[src/rtl/assert_macros.svh]
// assertion macros shared by the onset detector rtl
// checks sample on clk and are off while rst_n is low
`ifndef ASSERT_MACROS_SVH
`define ASSERT_MACROS_SVH

// condition must hold at every clock edge
`define RROD_ASSERT(lbl, expr, msg) \
  lbl: assert property (@(posedge clk) disable iff (!rst_n) (expr)) else $error(msg);

// consequent must hold in the cycle after the antecedent
`define RROD_ASSERT_NEXT(lbl, ante, cons, msg) \
  lbl: assert property (@(posedge clk) disable iff (!rst_n) (ante) |=> (cons)) else $error(msg);

`endif

[src/rtl/rrod_pkg.sv]
// shared constants, types and helpers for the rms ratio onset detector
// no dependencies; imported by every rrod module
`timescale 1ns / 1ps
`default_nettype none

package rrod_pkg;

  localparam int MAX_WINDOW = 4096;
  localparam int HIST_AW    = $clog2(MAX_WINDOW);
  localparam int FILL_W     = HIST_AW + 1;
  localparam int IDX_W      = 24;
  localparam int SMP_W      = 16;
  localparam int SQ_W       = 2 * SMP_W - 1;
  localparam int ENG_W      = 42;
  localparam int RUN_W      = 48;
  localparam int CWIN_W     = 13;
  localparam int RATIO_W    = 16;
  localparam int Q_FRAC     = 8;
  localparam int PROD_W     = RATIO_W + ENG_W;
  localparam int CFG_W      = 42;
  localparam int CFG_AW     = 3;
  localparam int OUT_DATA_W = ((IDX_W + ENG_W + 7) / 8) * 8;

  localparam logic [IDX_W-1:0]   START_RESET = '0;
  localparam logic [IDX_W-1:0]   LIMIT_RESET = '1;
  localparam logic [CWIN_W-1:0]  WIN_RESET   = CWIN_W'(1024);
  localparam logic [CWIN_W-1:0]  HOP_RESET   = CWIN_W'(512);
  localparam logic [RATIO_W-1:0] RATIO_RESET = RATIO_W'(1024);
  localparam logic [ENG_W-1:0]   THR_RESET   = '0;
  localparam logic [RATIO_W-1:0] RATIO_ONE   = RATIO_W'(256);

  typedef enum logic [CFG_AW-1:0] {
    CFG_START_INDEX      = 3'd0,
    CFG_SEARCH_LIMIT     = 3'd1,
    CFG_WINDOW_SIZE      = 3'd2,
    CFG_HOP_LENGTH       = 3'd3,
    CFG_RATIO_Q8         = 3'd4,
    CFG_ENERGY_THRESHOLD = 3'd5
  } cfg_reg_t;

  typedef struct packed {
    logic [IDX_W-1:0]   start_index;
    logic [IDX_W-1:0]   search_limit;
    logic [CWIN_W-1:0]  window_size;
    logic [CWIN_W-1:0]  hop_length;
    logic [RATIO_W-1:0] ratio_q8;
    logic [ENG_W-1:0]   energy_threshold;
  } cfg_t;

  // after the history stage
  typedef struct packed {
    logic                    valid;
    logic                    restart;
    logic                    old_valid;
    logic signed [SMP_W-1:0] sample;
    logic [IDX_W-1:0]        idx;
  } s1_t;

  // after the squaring stage
  typedef struct packed {
    logic             valid;
    logic             restart;
    logic [SQ_W-1:0]  sq;
    logic [SQ_W-1:0]  old_sq;
    logic [IDX_W-1:0] idx;
  } s2_t;

  // after the accumulate stage
  typedef struct packed {
    logic             valid;
    logic             restart;
    logic [IDX_W-1:0] idx;
  } s3_t;

  function automatic logic [CWIN_W-1:0] clamp_window(input logic [CWIN_W-1:0] ws);
    logic [CWIN_W-1:0] res;
    res = ws;
    if (ws == '0) res = CWIN_W'(1);
    else if (int'(ws) > MAX_WINDOW) res = CWIN_W'(MAX_WINDOW);
    return res;
  endfunction

  function automatic logic [CWIN_W-1:0] clamp_hop(input logic [CWIN_W-1:0] hl);
    logic [CWIN_W-1:0] res;
    res = (hl == '0) ? CWIN_W'(1) : hl;
    return res;
  endfunction

endpackage

`default_nettype wire

[src/rtl/rrod_energy.sv]
// squaring stage and running sum-of-squares accumulator
// depends on rrod_pkg and assert_macros.svh
`timescale 1ns / 1ps
`default_nettype none
`include "assert_macros.svh"

module rrod_energy import rrod_pkg::*; (
  input  wire logic             clk,
  input  wire logic             rst_n,
  input  wire logic             en,
  input  wire s1_t              s1,
  input  wire logic [SMP_W-1:0] s1_old_sample,
  output s3_t                   s3,
  output logic [RUN_W-1:0]      run
);

  logic signed [2*SMP_W-1:0] sq_full, old_sq_full;
  s2_t                       s2_r, s2_nxt;
  s3_t                       s3_r, s3_nxt;
  logic [RUN_W-1:0]          run_r, run_nxt;
  logic [RUN_W-1:0]          sum, old_ext;

  assign sq_full     = s1.sample * s1.sample;
  assign old_sq_full = $signed(s1_old_sample) * $signed(s1_old_sample);

  always_comb begin
    s2_nxt.valid   = s1.valid;
    s2_nxt.restart = s1.restart;
    s2_nxt.sq      = sq_full[SQ_W-1:0];
    s2_nxt.old_sq  = s1.old_valid ? old_sq_full[SQ_W-1:0] : '0;
    s2_nxt.idx     = s1.idx;
  end

  assign sum     = run_r + RUN_W'(s2_r.sq);
  assign old_ext = RUN_W'(s2_r.old_sq);

  always_comb begin
    run_nxt = run_r;
    if (s2_r.valid) begin
      if (s2_r.restart) run_nxt = '0;
      // saturate at zero when the window length changed under the sum
      else run_nxt = (sum >= old_ext) ? sum - old_ext : '0;
    end
    s3_nxt.valid   = s2_r.valid;
    s3_nxt.restart = s2_r.restart;
    s3_nxt.idx     = s2_r.idx;
  end

  always_ff @(posedge clk) begin
    if (!rst_n) begin
      s2_r.valid <= 1'b0;
      s3_r.valid <= 1'b0;
      run_r      <= '0;
    end else if (en) begin
      s2_r  <= s2_nxt;
      s3_r  <= s3_nxt;
      run_r <= run_nxt;
    end
  end

  assign s3  = s3_r;
  assign run = run_r;

  `RROD_ASSERT_NEXT(a_run_hold, !en, $stable(run_r), "running sum moved during a stall")

endmodule

`default_nettype wire

[config.mk]
export PLATFORM = sky130hd
export DESIGN_NAME = rrod_energy
export DESIGN_NICKNAME = d
export VERILOG_FILES = /design/src/rtl/rrod_pkg.sv /design/src/rtl/rrod_energy.sv
export VERILOG_INCLUDE_DIRS = /design/src /design/src/rtl
export SDC_FILE = /design/constraint.sdc
export NUM_CORES = 2
export LEC_CHECK = 0
export ABC_AREA = 1
export BUFFER_PORTS_ARGS = -buffer_cell sky130_fd_sc_hd__buf_4
export CAP_MARGIN = 0
export CORE_ASPECT_RATIO = 1.4
export CORE_UTILIZATION = 55
export DETAILED_ROUTE_END_ITERATION = 7
export PLACE_DENSITY_LB_ADDON = 0.08
export SETUP_SLACK_MARGIN = 0.02
export SYNTH_ARGS = -nofsm -noshare
export SYNTH_HDL_FRONTEND = slang
export SYNTH_SLANG_ARGS = --single-unit
[constraint.sdc]
create_clock -name clk -period 6.75 [get_ports clk]
set_input_delay 1.35 -clock clk [delete_from_list [all_inputs] [get_ports clk]]
set_output_delay 1.35 -clock clk [all_outputs]
set_load 0.01 [all_outputs]
### Word-level counts from Yosys, hierarchy flattened

Cells that the tools add are included.

* output and inout port bits: 74
* word-level logic and storage cells: 18
* memories kept: 0
* bits in writable memories: 0
* ROM bits: 0
* input bits: 62
* latch bits: 0
* flip-flop bits (word level): 162

* equal/unequal tests: 0
* shift-type cells: 0
* divide/modulo/power cells: 0
* muxes and demuxes: 2
* bitwise logic cells: 0
* $lt $le $gt $ge: 1
* multipliers: 2
* reductions and logical operators: 2
* add/subtract/negate cells: 2

Operator list (number)
* 48-bit 2-to-1 mux: 2
* 16-bit by 16-bit multiplier with 31-bit output: 2
* 48-bit by 31-bit adder with 48-bit output: 1
* 48-bit by 31-bit >= comparator with 1-bit output: 1
* 48-bit by 31-bit subtractor with 48-bit output: 1
* 2-bit AND reduction: 2

### Depth between registers and ports, before layout

* depth after elaboration: 4
* depth in mapped cells: 29
* depth with buffers taken out: 28

### Least setup slack after synthesis

OpenSTA, ideal clock, no wires.

* path kind: input -> register
* start point: input s1_old_sample[1]
* end point: register s2_r (netlist bit old_ext[29]) (data pin)
* library setup time: 0.259 ns
* required time: 6.491 ns
* cell stages on the path: 24
* buffers on the path: 2
* data arrival time: 6.720 ns
* path slack: -0.229 ns
* cells stage by stage: clkbuf_1 clkbuf_1 nand2_1 inv_1 fa_1 inv_1 fa_1 inv_1 fa_1 fa_1 inv_1 fa_1 inv_1 fa_1 ha_1 nand2_1 nor4_1 nand3_1 nand3_1 nand2_1 nand2_1 a21oi_1 o21ai_0 a21oi_1

* longest elaborated chain between the ends: 1

Ends and longest elaborated chain
* start, declared: RTL line rrod_energy.sv:12 `input wire logic [SMP_W-1:0] s1_old_sample,`
* 16-bit by 16-bit multiplier with 31-bit output: RTL line rrod_energy.sv:24 `assign old_sq_full = $signed(s1_old_sample) * $signed(s1_old_sample);`
* end signal, assigned: RTL line rrod_energy.sv:55 `s2_r <= s2_nxt;`
* end, declared: RTL line rrod_energy.sv:18 `s2_t s2_r, s2_nxt;`

Every way passes these cells.
A chain may end at the register's enable or synchronous reset.

### Final worst setup path

* start point: input s1_old_sample[8]
* end point: register s2_r (netlist bit old_ext[30]) (data pin)

Same word-level chain as after synthesis.

==> flow_metrics.env <==
export IMPL_holdCritPathClass="register to register"
export IMPL_cp_end_kind="register"
export IMPL_clockBufferDepth=2
export IMPL_antenna_found_initial=1
export IMPL_core_area_um2=51130
export IMPL_finalSetupTns_ns=0
export IMPL_cts_tree="yes"
export IMPL_max_clock_freq_ghz=0.1543
export IMPL_synth_common_cells="989 x inv_1, 812 x nand2_1, 457 x fa_1, 238 x ha_1, 192 x nor2_1"
export IMPL_synth_top_area_share_pct=32.12
export IMPL_synth_most_common_cell="inv_1"
export IMPL_die_y_um=271.3
export IMPL_multiInputGateArea_um2=20120
export IMPL_wire_per_inst_um=16.48
export IMPL_synth_xor_area_share_pct=3.997
export IMPL_grt_max_degree=67
export IMPL_clock_root_buffer="clkbuf_16"
export IMPL_yosys_area_top_type="fa_1"
export IMPL_cts_clk_slew_worst_paths_ns=0.07
export IMPL_num_io_pins=136
export IMPL_seq_area_um2=4304
export IMPL_grt_overflow=0
export IMPL_drv_cap=0
export IMPL_period_share_pct=96.04
export IMPL_initial_core_util_pct=55.71
export IMPL_syn2layout_area_growth_pct=10.63
export IMPL_cts_sinks=160
export IMPL_ys_seq_elements=160
export IMPL_worst_pin_slew_ns=0.8112
export IMPL_row_count=98
export IMPL_holdWs_ns=0.4168
export IMPL_synth_area_top_cells="fa_1 32%, inv_1 13%, edfxtp_1 12%"
export IMPL_synth_fa_ha_area_share_pct=42.57
export IMPL_path_class="input pin to register"
export IMPL_postSynthCellCount=3599
export IMPL_relSlewSlack_pct=45.92
export IMPL_cts_repair_resize_count=0
export IMPL_setup_viol=0
export IMPL_cp_start_kind="input pin"
export IMPL_nFillCells=4634
export IMPL_drc=0
export IMPL_die_area_um2=52720
export IMPL_gp_congestion=1.020
export IMPL_hpwl_mm=64.36
export IMPL_async_reset_ff_share_pct=0
export IMPL_routed_wl_mm=73.50
export IMPL_syn_area_um2=28480
export IMPL_ys_types=49
export IMPL_synthMuxAreaShare_pct=0
export IMPL_status="finished clean"
export IMPL_numCtsBuffers=17
export IMPL_first_pass_iters=6
export IMPL_syn_avg_cell_area_um2=7.915
export IMPL_drt_initial_drc_count=1160
export IMPL_worst_clock_skew_ns=0.01372
export IMPL_ant_nets=0
export IMPL_insertion_delay_ns=0.45
export IMPL_drive_above_1_share_pct=9.821
export IMPL_yosysWarningCount=0
export IMPL_yosysSeqAreaShare_pct=15.11
export IMPL_cts_hold_buf=0
export IMPL_viasPerCell=5.146
export IMPL_vias=22945
export IMPL_portBuffers=135
export IMPL_min_period_ns=6.483
export IMPL_nNetsFinal=4552
export IMPL_die_x_um=194.3
export IMPL_rsz0062_at_grt="no"
export IMPL_synth_compound_area_share_pct=6.663
export IMPL_grt_pass1_vias=24683
export IMPL_track_usage_pct=29.53
export IMPL_ctsHtreeMaxLevel=4
export IMPL_postCtsSetupRepairBufs=0
export IMPL_slew_viol_final=0
export IMPL_cp_arrival_ns=6.68
export IMPL_synth_simple_area_share_pct=17.31
export IMPL_synth_edff_count=110
export IMPL_synth_top_family_by_area="adder cells"
export IMPL_grt_pass1_wl_mm=122.5
export IMPL_worstPathRequired_ns=6.95
export IMPL_crit_path_max_fanout=15
export IMPL_hold_viol=0
export IMPL_synth_ff_type="edfxtp_1"
export IMPL_synth_fp_nets=4356
==> routing by layer <==
| metal | global-route usage (%) | wire (um) |
|---|---|---|
| met4 | 13.97 | 3699 |
| met3 | 2.472 | 2867 |
| met2 | 55.22 | 38230 |
| met5 | 0 | 0 |
| met1 | 33.93 | 28710 |
==> stage by stage <==
step                util (%)  cell area (um2)  setup WS [ns]  instances
finish                 61.63            31510         0.2674       4459
global route           61.63            31510        0.03227       4459
CTS                    61.61            31500         0.3104       4458
detailed placement     60.47            30920        -0.1548       4426
global placement       60.47            30920       -0.08812       4426
floorplan                  -            28520      0.0002336       3599
==> critical path, cell delays in order <==
cell	delay, ns
buf_4	0.13
buf_4	0.20
nand2_1	0.12
inv_1	0.07
fa_1	0.54
inv_1	0.06
fa_1	0.47
fa_1	0.52
inv_1	0.06
fa_1	0.45
fa_1	0.51
inv_1	0.05
fa_1	0.47
inv_1	0.04
ha_1	0.38
a21oi_1	0.12
o21ai_0	0.19
inv_1	0.07
o21ai_1	0.16
a21oi_1	0.14
o21ai_1	0.19
nand2_1	0.08
o211ai_1	0.12
nand2_1	0.08
nand2_1	0.06
nor2_1	0.04
==> cell families after synthesis <==
kind of cell    Yosys count
simple gates           1193
buf+inv                1080
fa+ha+maj               695
compound gates          341
flops                   160
xor+xnor                130
==> path summary, 6_finish.rpt <==
path / to / slack [ns] / depth (start not counted) / from
worst max-delay path: old_ext[30] / 0.27 / 26 / s1_old_sample[8]
worst min register to register: s3[13] / 0.42 / 0 / s2_r[13]
worst min-delay path: s3[13] / 0.42 / 0 / s2_r[13]
worst max register to register: run[31] / 1.06 / 21 / s2_r[79]
==> sequential cells by signal (all words and copies together), names as in the netlist <==
| name | flops |
|---|---|
| run | 48 |
| s3 | 26 |
| old_ext | 30 |
| s2_r | 56 |
==> cell usage in the layout, fill, tap and decap left out, types with 3 or more instances in the layout <==
cell	n
inv_6	3
fa_2	3
clkbuf_16	17
clkinv_1	3
nand4_1	20
o21ai_1	5
a31oi_1	12
nand2_2	12
nand3_2	13
inv_1	986
a21o_1	7
o21bai_1	9
nor2_2	12
nand3b_1	4
xor2_1	83
or2_2	6
edfxtp_1	110
a31o_2	4
inv_8	5
o21ai_0	77
nor4_1	5
fa_1	454
xnor2_1	47
nor2_1	192
nor3_1	20
nand3_1	82
buf_4	259
a21oi_1	188
inv_2	8
ha_1	238
dfxtp_1	50
a21oi_2	11
o21a_1	12
o31ai_1	3
o211ai_1	4
nor3_2	5
nand2_1	812
==> final cells by class <==
| type | count | area share, % |
|---|---|---|
| Multi-Input combinational cell | 2359 | 63.83 |
| Sequential cell | 160 | 13.66 |
| Inverter | 998 | 11.90 |
| Timing Repair Buffer | 259 | 6.170 |
| Tap cell | 650 | 2.581 |
| Clock buffer | 17 | 1.350 |
| Clock inverter | 15 | 0.5082 |
| Antenna cell | 1 | 0.007941 |
Power is not shown: default switching activity piles up to over one toggle a cycle in this logic, so the estimate is an artifact.
