[src/rtl/assert_macros.svh]
// assertion macros shared by the onset detector rtl
// checks sample on clk and are off while rst_n is low
`ifndef ASSERT_MACROS_SVH
`define ASSERT_MACROS_SVH

// condition must hold at every clock edge
`define RROD_ASSERT(lbl, expr, msg) \
  lbl: assert property (@(posedge clk) disable iff (!rst_n) (expr)) else $error(msg);

// consequent must hold in the cycle after the antecedent
`define RROD_ASSERT_NEXT(lbl, ante, cons, msg) \
  lbl: assert property (@(posedge clk) disable iff (!rst_n) (ante) |=> (cons)) else $error(msg);

`endif

[src/rtl/rrod_pkg.sv]
// shared constants, types and helpers for the rms ratio onset detector
// no dependencies; imported by every rrod module
`timescale 1ns / 1ps
`default_nettype none

package rrod_pkg;

  localparam int MAX_WINDOW = 4096;
  localparam int HIST_AW    = $clog2(MAX_WINDOW);
  localparam int FILL_W     = HIST_AW + 1;
  localparam int IDX_W      = 24;
  localparam int SMP_W      = 16;
  localparam int SQ_W       = 2 * SMP_W - 1;
  localparam int ENG_W      = 42;
  localparam int RUN_W      = 48;
  localparam int CWIN_W     = 13;
  localparam int RATIO_W    = 16;
  localparam int Q_FRAC     = 8;
  localparam int PROD_W     = RATIO_W + ENG_W;
  localparam int CFG_W      = 42;
  localparam int CFG_AW     = 3;
  localparam int OUT_DATA_W = ((IDX_W + ENG_W + 7) / 8) * 8;

  localparam logic [IDX_W-1:0]   START_RESET = '0;
  localparam logic [IDX_W-1:0]   LIMIT_RESET = '1;
  localparam logic [CWIN_W-1:0]  WIN_RESET   = CWIN_W'(1024);
  localparam logic [CWIN_W-1:0]  HOP_RESET   = CWIN_W'(512);
  localparam logic [RATIO_W-1:0] RATIO_RESET = RATIO_W'(1024);
  localparam logic [ENG_W-1:0]   THR_RESET   = '0;
  localparam logic [RATIO_W-1:0] RATIO_ONE   = RATIO_W'(256);

  typedef enum logic [CFG_AW-1:0] {
    CFG_START_INDEX      = 3'd0,
    CFG_SEARCH_LIMIT     = 3'd1,
    CFG_WINDOW_SIZE      = 3'd2,
    CFG_HOP_LENGTH       = 3'd3,
    CFG_RATIO_Q8         = 3'd4,
    CFG_ENERGY_THRESHOLD = 3'd5
  } cfg_reg_t;

  typedef struct packed {
    logic [IDX_W-1:0]   start_index;
    logic [IDX_W-1:0]   search_limit;
    logic [CWIN_W-1:0]  window_size;
    logic [CWIN_W-1:0]  hop_length;
    logic [RATIO_W-1:0] ratio_q8;
    logic [ENG_W-1:0]   energy_threshold;
  } cfg_t;

  // after the history stage
  typedef struct packed {
    logic                    valid;
    logic                    restart;
    logic                    old_valid;
    logic signed [SMP_W-1:0] sample;
    logic [IDX_W-1:0]        idx;
  } s1_t;

  // after the squaring stage
  typedef struct packed {
    logic             valid;
    logic             restart;
    logic [SQ_W-1:0]  sq;
    logic [SQ_W-1:0]  old_sq;
    logic [IDX_W-1:0] idx;
  } s2_t;

  // after the accumulate stage
  typedef struct packed {
    logic             valid;
    logic             restart;
    logic [IDX_W-1:0] idx;
  } s3_t;

  function automatic logic [CWIN_W-1:0] clamp_window(input logic [CWIN_W-1:0] ws);
    logic [CWIN_W-1:0] res;
    res = ws;
    if (ws == '0) res = CWIN_W'(1);
    else if (int'(ws) > MAX_WINDOW) res = CWIN_W'(MAX_WINDOW);
    return res;
  endfunction

  function automatic logic [CWIN_W-1:0] clamp_hop(input logic [CWIN_W-1:0] hl);
    logic [CWIN_W-1:0] res;
    res = (hl == '0) ? CWIN_W'(1) : hl;
    return res;
  endfunction

endpackage

`default_nettype wire

[src/rtl/rrod_decide.sv]
// window evaluation, search state and result register
// depends on rrod_pkg and assert_macros.svh
`timescale 1ns / 1ps
`default_nettype none
`include "assert_macros.svh"

module rrod_decide import rrod_pkg::*; (
  input  wire logic             clk,
  input  wire logic             rst_n,
  input  wire cfg_t             cfg,
  input  wire s3_t              s3,
  input  wire logic [RUN_W-1:0] run,
  input  wire logic             out_tready,
  output logic                  stall,
  output logic                  out_tvalid,
  output logic                  out_found,
  output logic [IDX_W-1:0]      out_start,
  output logic [ENG_W-1:0]      out_energy
);

  logic               done_r, done_nxt;
  logic [1:0]         seen_r, seen_nxt;
  logic [IDX_W-1:0]   nws_r, nws_nxt;
  logic [ENG_W-1:0]   prev_r, prev_nxt;
  logic               out_valid_r, out_valid_nxt;
  logic               out_found_r, out_found_nxt;
  logic [IDX_W-1:0]   out_start_r, out_start_nxt;
  logic [ENG_W-1:0]   out_energy_r, out_energy_nxt;

  logic [CWIN_W-1:0]  w, hop;
  logic [IDX_W-1:0]   end_idx;
  logic [IDX_W:0]     hop_sum;
  logic [IDX_W-1:0]   nws_step;
  logic [ENG_W-1:0]   e_sat;
  logic [PROD_W-1:0]  prod, e_scaled;
  logic               rise, over_thr, at_end, go, emit, fire;

  assign w        = clamp_window(cfg.window_size);
  assign hop      = clamp_hop(cfg.hop_length);
  assign end_idx  = nws_r + IDX_W'(w) - IDX_W'(1);
  assign at_end   = (s3.idx == end_idx);
  assign hop_sum  = {1'b0, nws_r} + (IDX_W+1)'(hop);
  assign nws_step = hop_sum[IDX_W] ? '1 : hop_sum[IDX_W-1:0];
  assign e_sat    = (|run[RUN_W-1:ENG_W]) ? '1 : run[ENG_W-1:0];
  assign prod     = PROD_W'(cfg.ratio_q8) * PROD_W'(prev_r);
  assign e_scaled = PROD_W'({run, {Q_FRAC{1'b0}}});
  // silent previous window counts as ratio one
  assign rise     = (prev_r == '0) ? (cfg.ratio_q8 < RATIO_ONE) : (e_scaled > prod);
  assign over_thr = (run > RUN_W'(cfg.energy_threshold));

  // a sample of an open search waits while the last result is still unclaimed
  assign stall = out_valid_r && s3.valid && !s3.restart && !done_r;
  assign go    = s3.valid && !stall;

  always_comb begin
    done_nxt       = done_r;
    seen_nxt       = seen_r;
    nws_nxt        = nws_r;
    prev_nxt       = prev_r;
    emit           = 1'b0;
    fire           = 1'b0;
    out_found_nxt  = out_found_r;
    out_start_nxt  = out_start_r;
    out_energy_nxt = out_energy_r;
    if (go) begin
      if (s3.restart) begin
        done_nxt = 1'b0;
        seen_nxt = '0;
        nws_nxt  = cfg.start_index;
        prev_nxt = '0;
      end else if (!done_r) begin
        if (nws_r >= cfg.search_limit) begin
          emit = 1'b1;
        end else begin
          if (at_end) begin
            if (seen_r < 2'd2) seen_nxt = seen_r + 2'd1;
            else fire = rise && over_thr;
            prev_nxt = e_sat;
            if (!fire) nws_nxt = nws_step;
          end
          if (fire || (nws_nxt >= cfg.search_limit)) emit = 1'b1;
        end
        if (emit) begin
          done_nxt       = 1'b1;
          out_found_nxt  = fire;
          out_start_nxt  = fire ? nws_r : '0;
          out_energy_nxt = fire ? e_sat : '0;
        end
      end
    end
    if (emit) out_valid_nxt = 1'b1;
    else if (out_tready) out_valid_nxt = 1'b0;
    else out_valid_nxt = out_valid_r;
  end

  always_ff @(posedge clk) begin
    if (!rst_n) begin
      done_r      <= 1'b0;
      seen_r      <= '0;
      nws_r       <= START_RESET;
      prev_r      <= '0;
      out_valid_r <= 1'b0;
    end else begin
      done_r      <= done_nxt;
      seen_r      <= seen_nxt;
      nws_r       <= nws_nxt;
      prev_r      <= prev_nxt;
      out_valid_r <= out_valid_nxt;
    end
  end

  always_ff @(posedge clk) begin
    out_found_r  <= out_found_nxt;
    out_start_r  <= out_start_nxt;
    out_energy_r <= out_energy_nxt;
  end

  assign out_tvalid = out_valid_r;
  assign out_found  = out_found_r;
  assign out_start  = out_start_r;
  assign out_energy = out_energy_r;

  `RROD_ASSERT(a_slot_free, !(emit && out_valid_r), "result produced over a pending result")
  `RROD_ASSERT_NEXT(a_done_after_emit, emit, done_r && out_valid_r, "search left open after result")
  `RROD_ASSERT(a_miss_zero, !(out_valid_r && !out_found_r) || (out_start_r == '0 && out_energy_r == '0), "not-found result carries data")

endmodule

`default_nettype wire

[config.mk]
export PLATFORM = sky130hd
export DESIGN_NAME = rrod_decide
export DESIGN_NICKNAME = d
export VERILOG_FILES = /design/src/rtl/rrod_pkg.sv /design/src/rtl/rrod_decide.sv
export VERILOG_INCLUDE_DIRS = /design/src /design/src/rtl
export SDC_FILE = /design/constraint.sdc
export NUM_CORES = 2
export LEC_CHECK = 0
export BUFFER_PORTS_ARGS = -buffer_cell sky130_fd_sc_hd__buf_4
export CORE_MARGIN = 1
export CORE_UTILIZATION = 45
export CTS_CLUSTER_SIZE = 12
export DETAILED_ROUTE_END_ITERATION = 10
export PLACE_DENSITY = 0.69
export SYNTH_ARGS = -nofsm -noshare
export SYNTH_HDL_FRONTEND = slang
export SYNTH_SLANG_ARGS = --single-unit
[constraint.sdc]
create_clock -name clk -period 17 [get_ports clk]
set_input_delay 1.7 -clock clk [delete_from_list [all_inputs] [get_ports clk]]
set_output_delay 1.7 -clock clk [all_outputs]
set_load 0.01 [all_outputs]
**After elaboration in Yosys (flattened, before gate mapping)**

Index checks and enable logic that the tools add are counted.

- Add/sub/neg operators: 4
- $mul: 1
- Div/mod/pow operators: 0
- Order comparisons: 7
- Equality and inequality tests: 3
- Shift-type cells: 0
- Muxes and demuxes: 52
- Bitwise operators: 2
- Reduce and logical (&&, ||, !) cells: 20

Operators by type and width:

| operator | count |
|---|---|
| $mux W24 | 10 |
| $mux W42 | 5 |
| $gt A56 B58 Y1 | 1 |
| $mul A16 B42 Y58 | 1 |
| $ge A24 B24 Y1 | 2 |
| $gt A48 B42 Y1 | 1 |
| $logic_not A42 Y1 | 1 |
| $mux W13 | 3 |
| $mux W1 | 29 |
| $logic_not A13 Y1 | 2 |
| $add A24 B13 Y25 | 1 |
| $add A24 B13 Y24 | 1 |
| $eq A24 B24 Y1 | 1 |
| $sub A24 B1 Y24 const B | 1 |
| $lt A16 B9 Y1 const B | 1 |
| $gt A13 B13 Y1 const B | 1 |
| $mux W2 | 5 |
| $reduce_and A4 Y1 | 2 |
| $reduce_bool A2 Y1 | 3 |
| $reduce_or A6 Y1 | 1 |
| $logic_and A1 B1 Y1 | 5 |
| $reduce_and A5 Y1 | 1 |
| $ne A2 B2 Y1 const B | 2 |
| $logic_not A1 Y1 | 3 |
| other kinds (5) | 6 |

- Register bits: 137
- Latch bits: 0
- Memory bits (writable): 0
- ROM bits: 0
- Input port bits: 209
- Output and inout port bits: 69
- Memories kept: 0

**Longest topological paths before layout**

- Depth after elaboration: 28
- Depth in mapped cells: 49

**Worst setup path after synthesis**

Ideal clock, no wire load.

- Kind: input to register
- From: input cfg[54] in the netlist's numbering
- To: register out_energy_r[0], in the netlist out_energy[0], enable pin
- Setup time: 0.500 ns
- Arrival time: 14.694 ns
- Required time: 16.500 ns
- Path slack: 1.806 ns
- Cell stages on the path: 46
- Buffers on the path: 4
- Cell sequence: clkbuf_1 clkbuf_1 nand2_1 fa_1 inv_1 fa_1 fa_1 fa_1 fa_1 inv_1 fa_1 inv_1 ha_1 clkbuf_1 nand4_1 nor3_1 o2111ai_1 nand3_1 [... 10 more ...] o221ai_1 or4_1 a2111oi_0 nand2_1 o211a_1 buf_4 mux2_2 ha_1 nand2b_1 a21oi_1 o21ai_0 a21oi_1 o21ai_0 a2111o_1 a311oi_1 o21ai_0 a21oi_1 nor2b_1

- Longest elaborated chain between the ends: 24

Ends and longest elaborated chain:

| what | line | source |
|---|---|---|
| start, declared | rrod_decide.sv:10 | `input wire cfg_t cfg,` |
| $mul A16 B42 Y58 | rrod_decide.sv:45 | `assign prod = PROD_W'(cfg.ratio_q8) * PROD_W'(prev_r);` |
| $gt A56 B58 Y1 | rrod_decide.sv:48 | `assign rise = (prev_r == '0) ? (cfg.ratio_q8 < RATIO_ONE) : (e_scaled > prod);` |
| $mux W1 * | rrod_decide.sv:48 |  |
| $logic_and A1 B1 Y1 * | rrod_decide.sv:77 | `else fire = rise && over_thr;` |
| $mux W1 * | rrod_decide.sv:76 | `if (seen_r < 2'd2) seen_nxt = seen_r + 2'd1;` |
| $mux W1 * | rrod_decide.sv:75 | `if (at_end) begin` |
| $mux W1 * | rrod_decide.sv:72 | `if (nws_r >= cfg.search_limit) begin` |
| $mux W1 * | rrod_decide.sv:71 | `end else if (!done_r) begin` |
| [... 8 more ...] | n/a |  |
| $ge A24 B24 Y1 | rrod_decide.sv:81 | `if (fire \|\| (nws_nxt >= cfg.search_limit)) emit = 1'b1;` |
| $logic_or A1 B1 Y1 * | rrod_decide.sv:81 |  |
| $mux W1 * | rrod_decide.sv:81 |  |
| $mux W1 * | rrod_decide.sv:72 |  |
| $mux W1 * | rrod_decide.sv:71 |  |
| $mux W1 * | rrod_decide.sv:66 | `if (s3.restart) begin` |
| $mux W1 * | rrod_decide.sv:65 | `if (go) begin` |
| $reduce_and A4 Y1 (no line) * | n/a |  |
| end signal, assigned | rrod_decide.sv:115 | `out_energy_r <= out_energy_nxt;` |
| end, declared | rrod_decide.sv:28 | `logic [ENG_W-1:0] out_energy_r, out_energy_nxt;` |

Mark *: on every way between the ends. The rest lies on a longest branch, timed or not. The select of a mux whose other input is x is not followed.
A chain may end at the register's enable or synchronous reset.

**Worst setup path in the final report**

- From: input cfg[50] in the netlist's numbering
- To: register out_energy_r[29], in the netlist out_energy[29], enable pin

The elaborated chain is that of the path after synthesis.

==> results.toml <==
[sta]
final.setup.worst_slack_ns = 1.565
fmax_mhz = 64.79
setup_viol = 0
slew_viol_final = 0
period_needed_ns = 15.44
fin_setup_tns_ns = 0
rsz0062_at_grt = "no"
worst_pin_slew_ns = 1.193
slew_headroom = 0.1844
hold_viol = 0
period_share = 0.9080
finClkSkew_ns = 0.01565

[yosys]
ys_async_sr_fraction = 0
muxShareOfSynthArea = 0.009458
synth_cell_types = 78
synth-seq-area-share = 0.1008
yosys_warnings = 0
synthSimpleGateAreaFrac = 0.1967
synth_xor_area_frac = 0.02365
ys_ff_latch = 137
netlist_area_um2 = 33860
synth_compound_area_frac = 0.1053
synth_fa_ha_area_frac = 0.4515
syn_avg_cell_area_um2 = 8.308
synth_flop_cell = "dfxtp_1"
synth_top_family_by_area = "adder cells"
synth-edff-count = 67
postSynthCellCount = 4076
synth_nets = 5171

[floorplanning]
start_util = 0.4549
die-height_um = 276.3
num_io_pins = 278
core.rowCount = 100
die_w_um = 276.3
die-area_um2 = 76360
core-area_um2 = 74450

[power_and_ir_drop]
pwr_density_cell_nw_per_um2 = 65.80
p_leak_nw = 17.72
peakVddDrop_mv = 0.07302

[cells_and_area]
fin_area_um2 = 37020
fillers = 7085
layout.nets = 5257
drive_above_1_share = 0.08719
area_delta_synth_final_pct = 9.318

[global_routing]
grt_overflow = 0
grt_pass1_wl_um = 175100
grt_pass1_vias = 29940
grt_max_degree = 85
grt_antenna_before_repair = 1
grt_util_all_layers = 0.2977

[drt]
vias = 29410
finalWirelength_um = 112000
drt-met1-wl_um = 45280
wl_met2_um = 50600
drc_errors = 0
dr.pass1.iters = 5
drt-initial-drc-count = 2492
via_per_inst = 5.716
top_layer_used = "met4"
detail-route-antenna-nets = 0
route.met3.wl_um = 11010
wl_per_cell_um = 21.76

[critical_path]
critPathMostFrequentCell = "o21ai_0"
crit_required_ns = 17.13
worst_setup_path_start_kind = "input pin"
critPathKind = "input pin to register"
r2r_start = "prev_r[14]"
max_stage_delay_ns = 1.00
end_kind = "register"
crit_start = "cfg[50]"
crit_arrival_ns = 15.57
cp_slowest_cell = "a2111oi_0"
cp_max_fo = 43

[clocking]
clockBufferDepth = 2
ctsHoldBuffers = 0
cts_tree = "yes"
htree_num_levels = 4
root_buffer = "clkbuf_16"
path_clk_slew_ns = 0.07
cts-buffers-inserted = 17
clk_latency_ns = 0.46
cts-resized-gates = 0
cts_sinks = 137
post_cts_buffers = 0

[hold_path]
worstHoldStart = "prev_r[39]"
hp-class = "register to register"

[outcome]
status = "complete, no violations"

[flow_run]
maxCapViolations = 0

[place]
placed_cell_area_um2 = 36450
dpl.hpwl_um = 86680
io_buffers = 277
pre_cts_ws_ns = 1.467
gp_congestion = 0.9665
cell families after synthesis:
group / Yosys count
xor gates and xnor gates: 89
muxes: 29
AOI/OAI and AO/OA: 550
DFF: 137
adders and majority gates: 886
buffers and inverters: 1005
and+or+nand+nor: 1380
cell usage after synthesis (all sizes together), types with 15 or more instances:
master	instances	share of area
o21a	25	0.0055
xor2	39	0.010
a21oi	193	0.029
and2	253	0.047
nand4	56	0.010
nor3	38	0.0056
o21ai	93	0.014
inv	772	0.086
nand3	57	0.0084
dfxtp	70	0.041
nor2	139	0.015
o211ai	23	0.0051
and3	19	0.0035
and2b	15	0.0033
or3	54	0.010
nor4	35	0.0065
nand2b	20	0.0037
fa	560	0.33
xnor2	49	0.013
a21o	40	0.0089
nand2	629	0.070
a31oi	17	0.0031
clkbuf	221	0.024
a211oi	28	0.0062
nor2b	37	0.0068
ha	326	0.12
edfxtp	67	0.059
layer usage:
| metal | up-vias | global-route usage |
|---|---|---|
| met5 | - | 0 |
| met4 | 0 | 0.1243 |
| li1 | 13120 | - |
| met1 | 14540 | 0.3971 |
| met2 | 1507 | 0.4687 |
| met3 | 251 | 0.06321 |
critical path, delay by kind of cell:
kind                     cells  cell delay (ns)
AND/OR/NAND/NOR              7             2.53
adder cells (fa/ha/maj)      9             4.07
buffers and inverters        6             1.35
XOR/XNOR                     1             0.09
multiplexers                 1             0.33
AO/OA/AOI/OAI               21             5.42
layout by cell type (no fill, tap or decap), drive strengths merged, types with 54 or more instances in the layout:
cell type  instances
or3               54
fa               560
edfxtp            67
nor2             139
o21ai             93
a21oi            193
ha               326
buf              300
and2             253
nand4             56
nand2            629
inv              779
dfxtp             70
nand3             57
report_power, final:
group,switching (W),total (W),internal (W)
sequential,0.0000476,0.000408,0.000361
combinational,0.00102,0.00166,0.000640
clock,0.000178,0.000372,0.000193
worst paths after layout:
kind                    end  slack, ns  depth (start not counted)
max          out_energy[29]       1.56                         45
min              prev_r[39]       0.46                          2
max reg2reg  out_energy[29]       2.26                         46
min reg2reg      prev_r[39]       0.46                          2
registers in the layout, summed over array words and instances (netlist names):
signal and cells:
out_start 24, out_found 1, out_tvalid 1, out_energy 42, prev_r 42, seen_r 2
nws_r 24, done_r 1
stage by stage:
step                      cells  total power (W)    util  hold slack, ns
after floorplan            4076         0.001540       -          0.4597
after global placement     5112         0.002003  0.4896          0.4434
after detailed placement   5112         0.002021  0.4896          0.4495
after CTS                  5144         0.002407  0.4972          0.4589
after global routing       5144         0.002650  0.4972          0.4854
final                      5146         0.002436  0.4973          0.4567
final cells by class:
type,instances,area [um2],share of cell area
Multi-Input combinational cell,2934,26660,0.7202
Sequential cell,137,3413,0.09220
Inverter,772,2898,0.07828
Timing Repair Buffer,300,2265,0.06117
Tap cell,969,1212,0.03275
Clock buffer,18,429.2,0.01159
Clock inverter,14,135.1,0.003650
Antenna cell,2,5.005,0.0001352
Note: power is estimated with default switching activity, not from simulation.
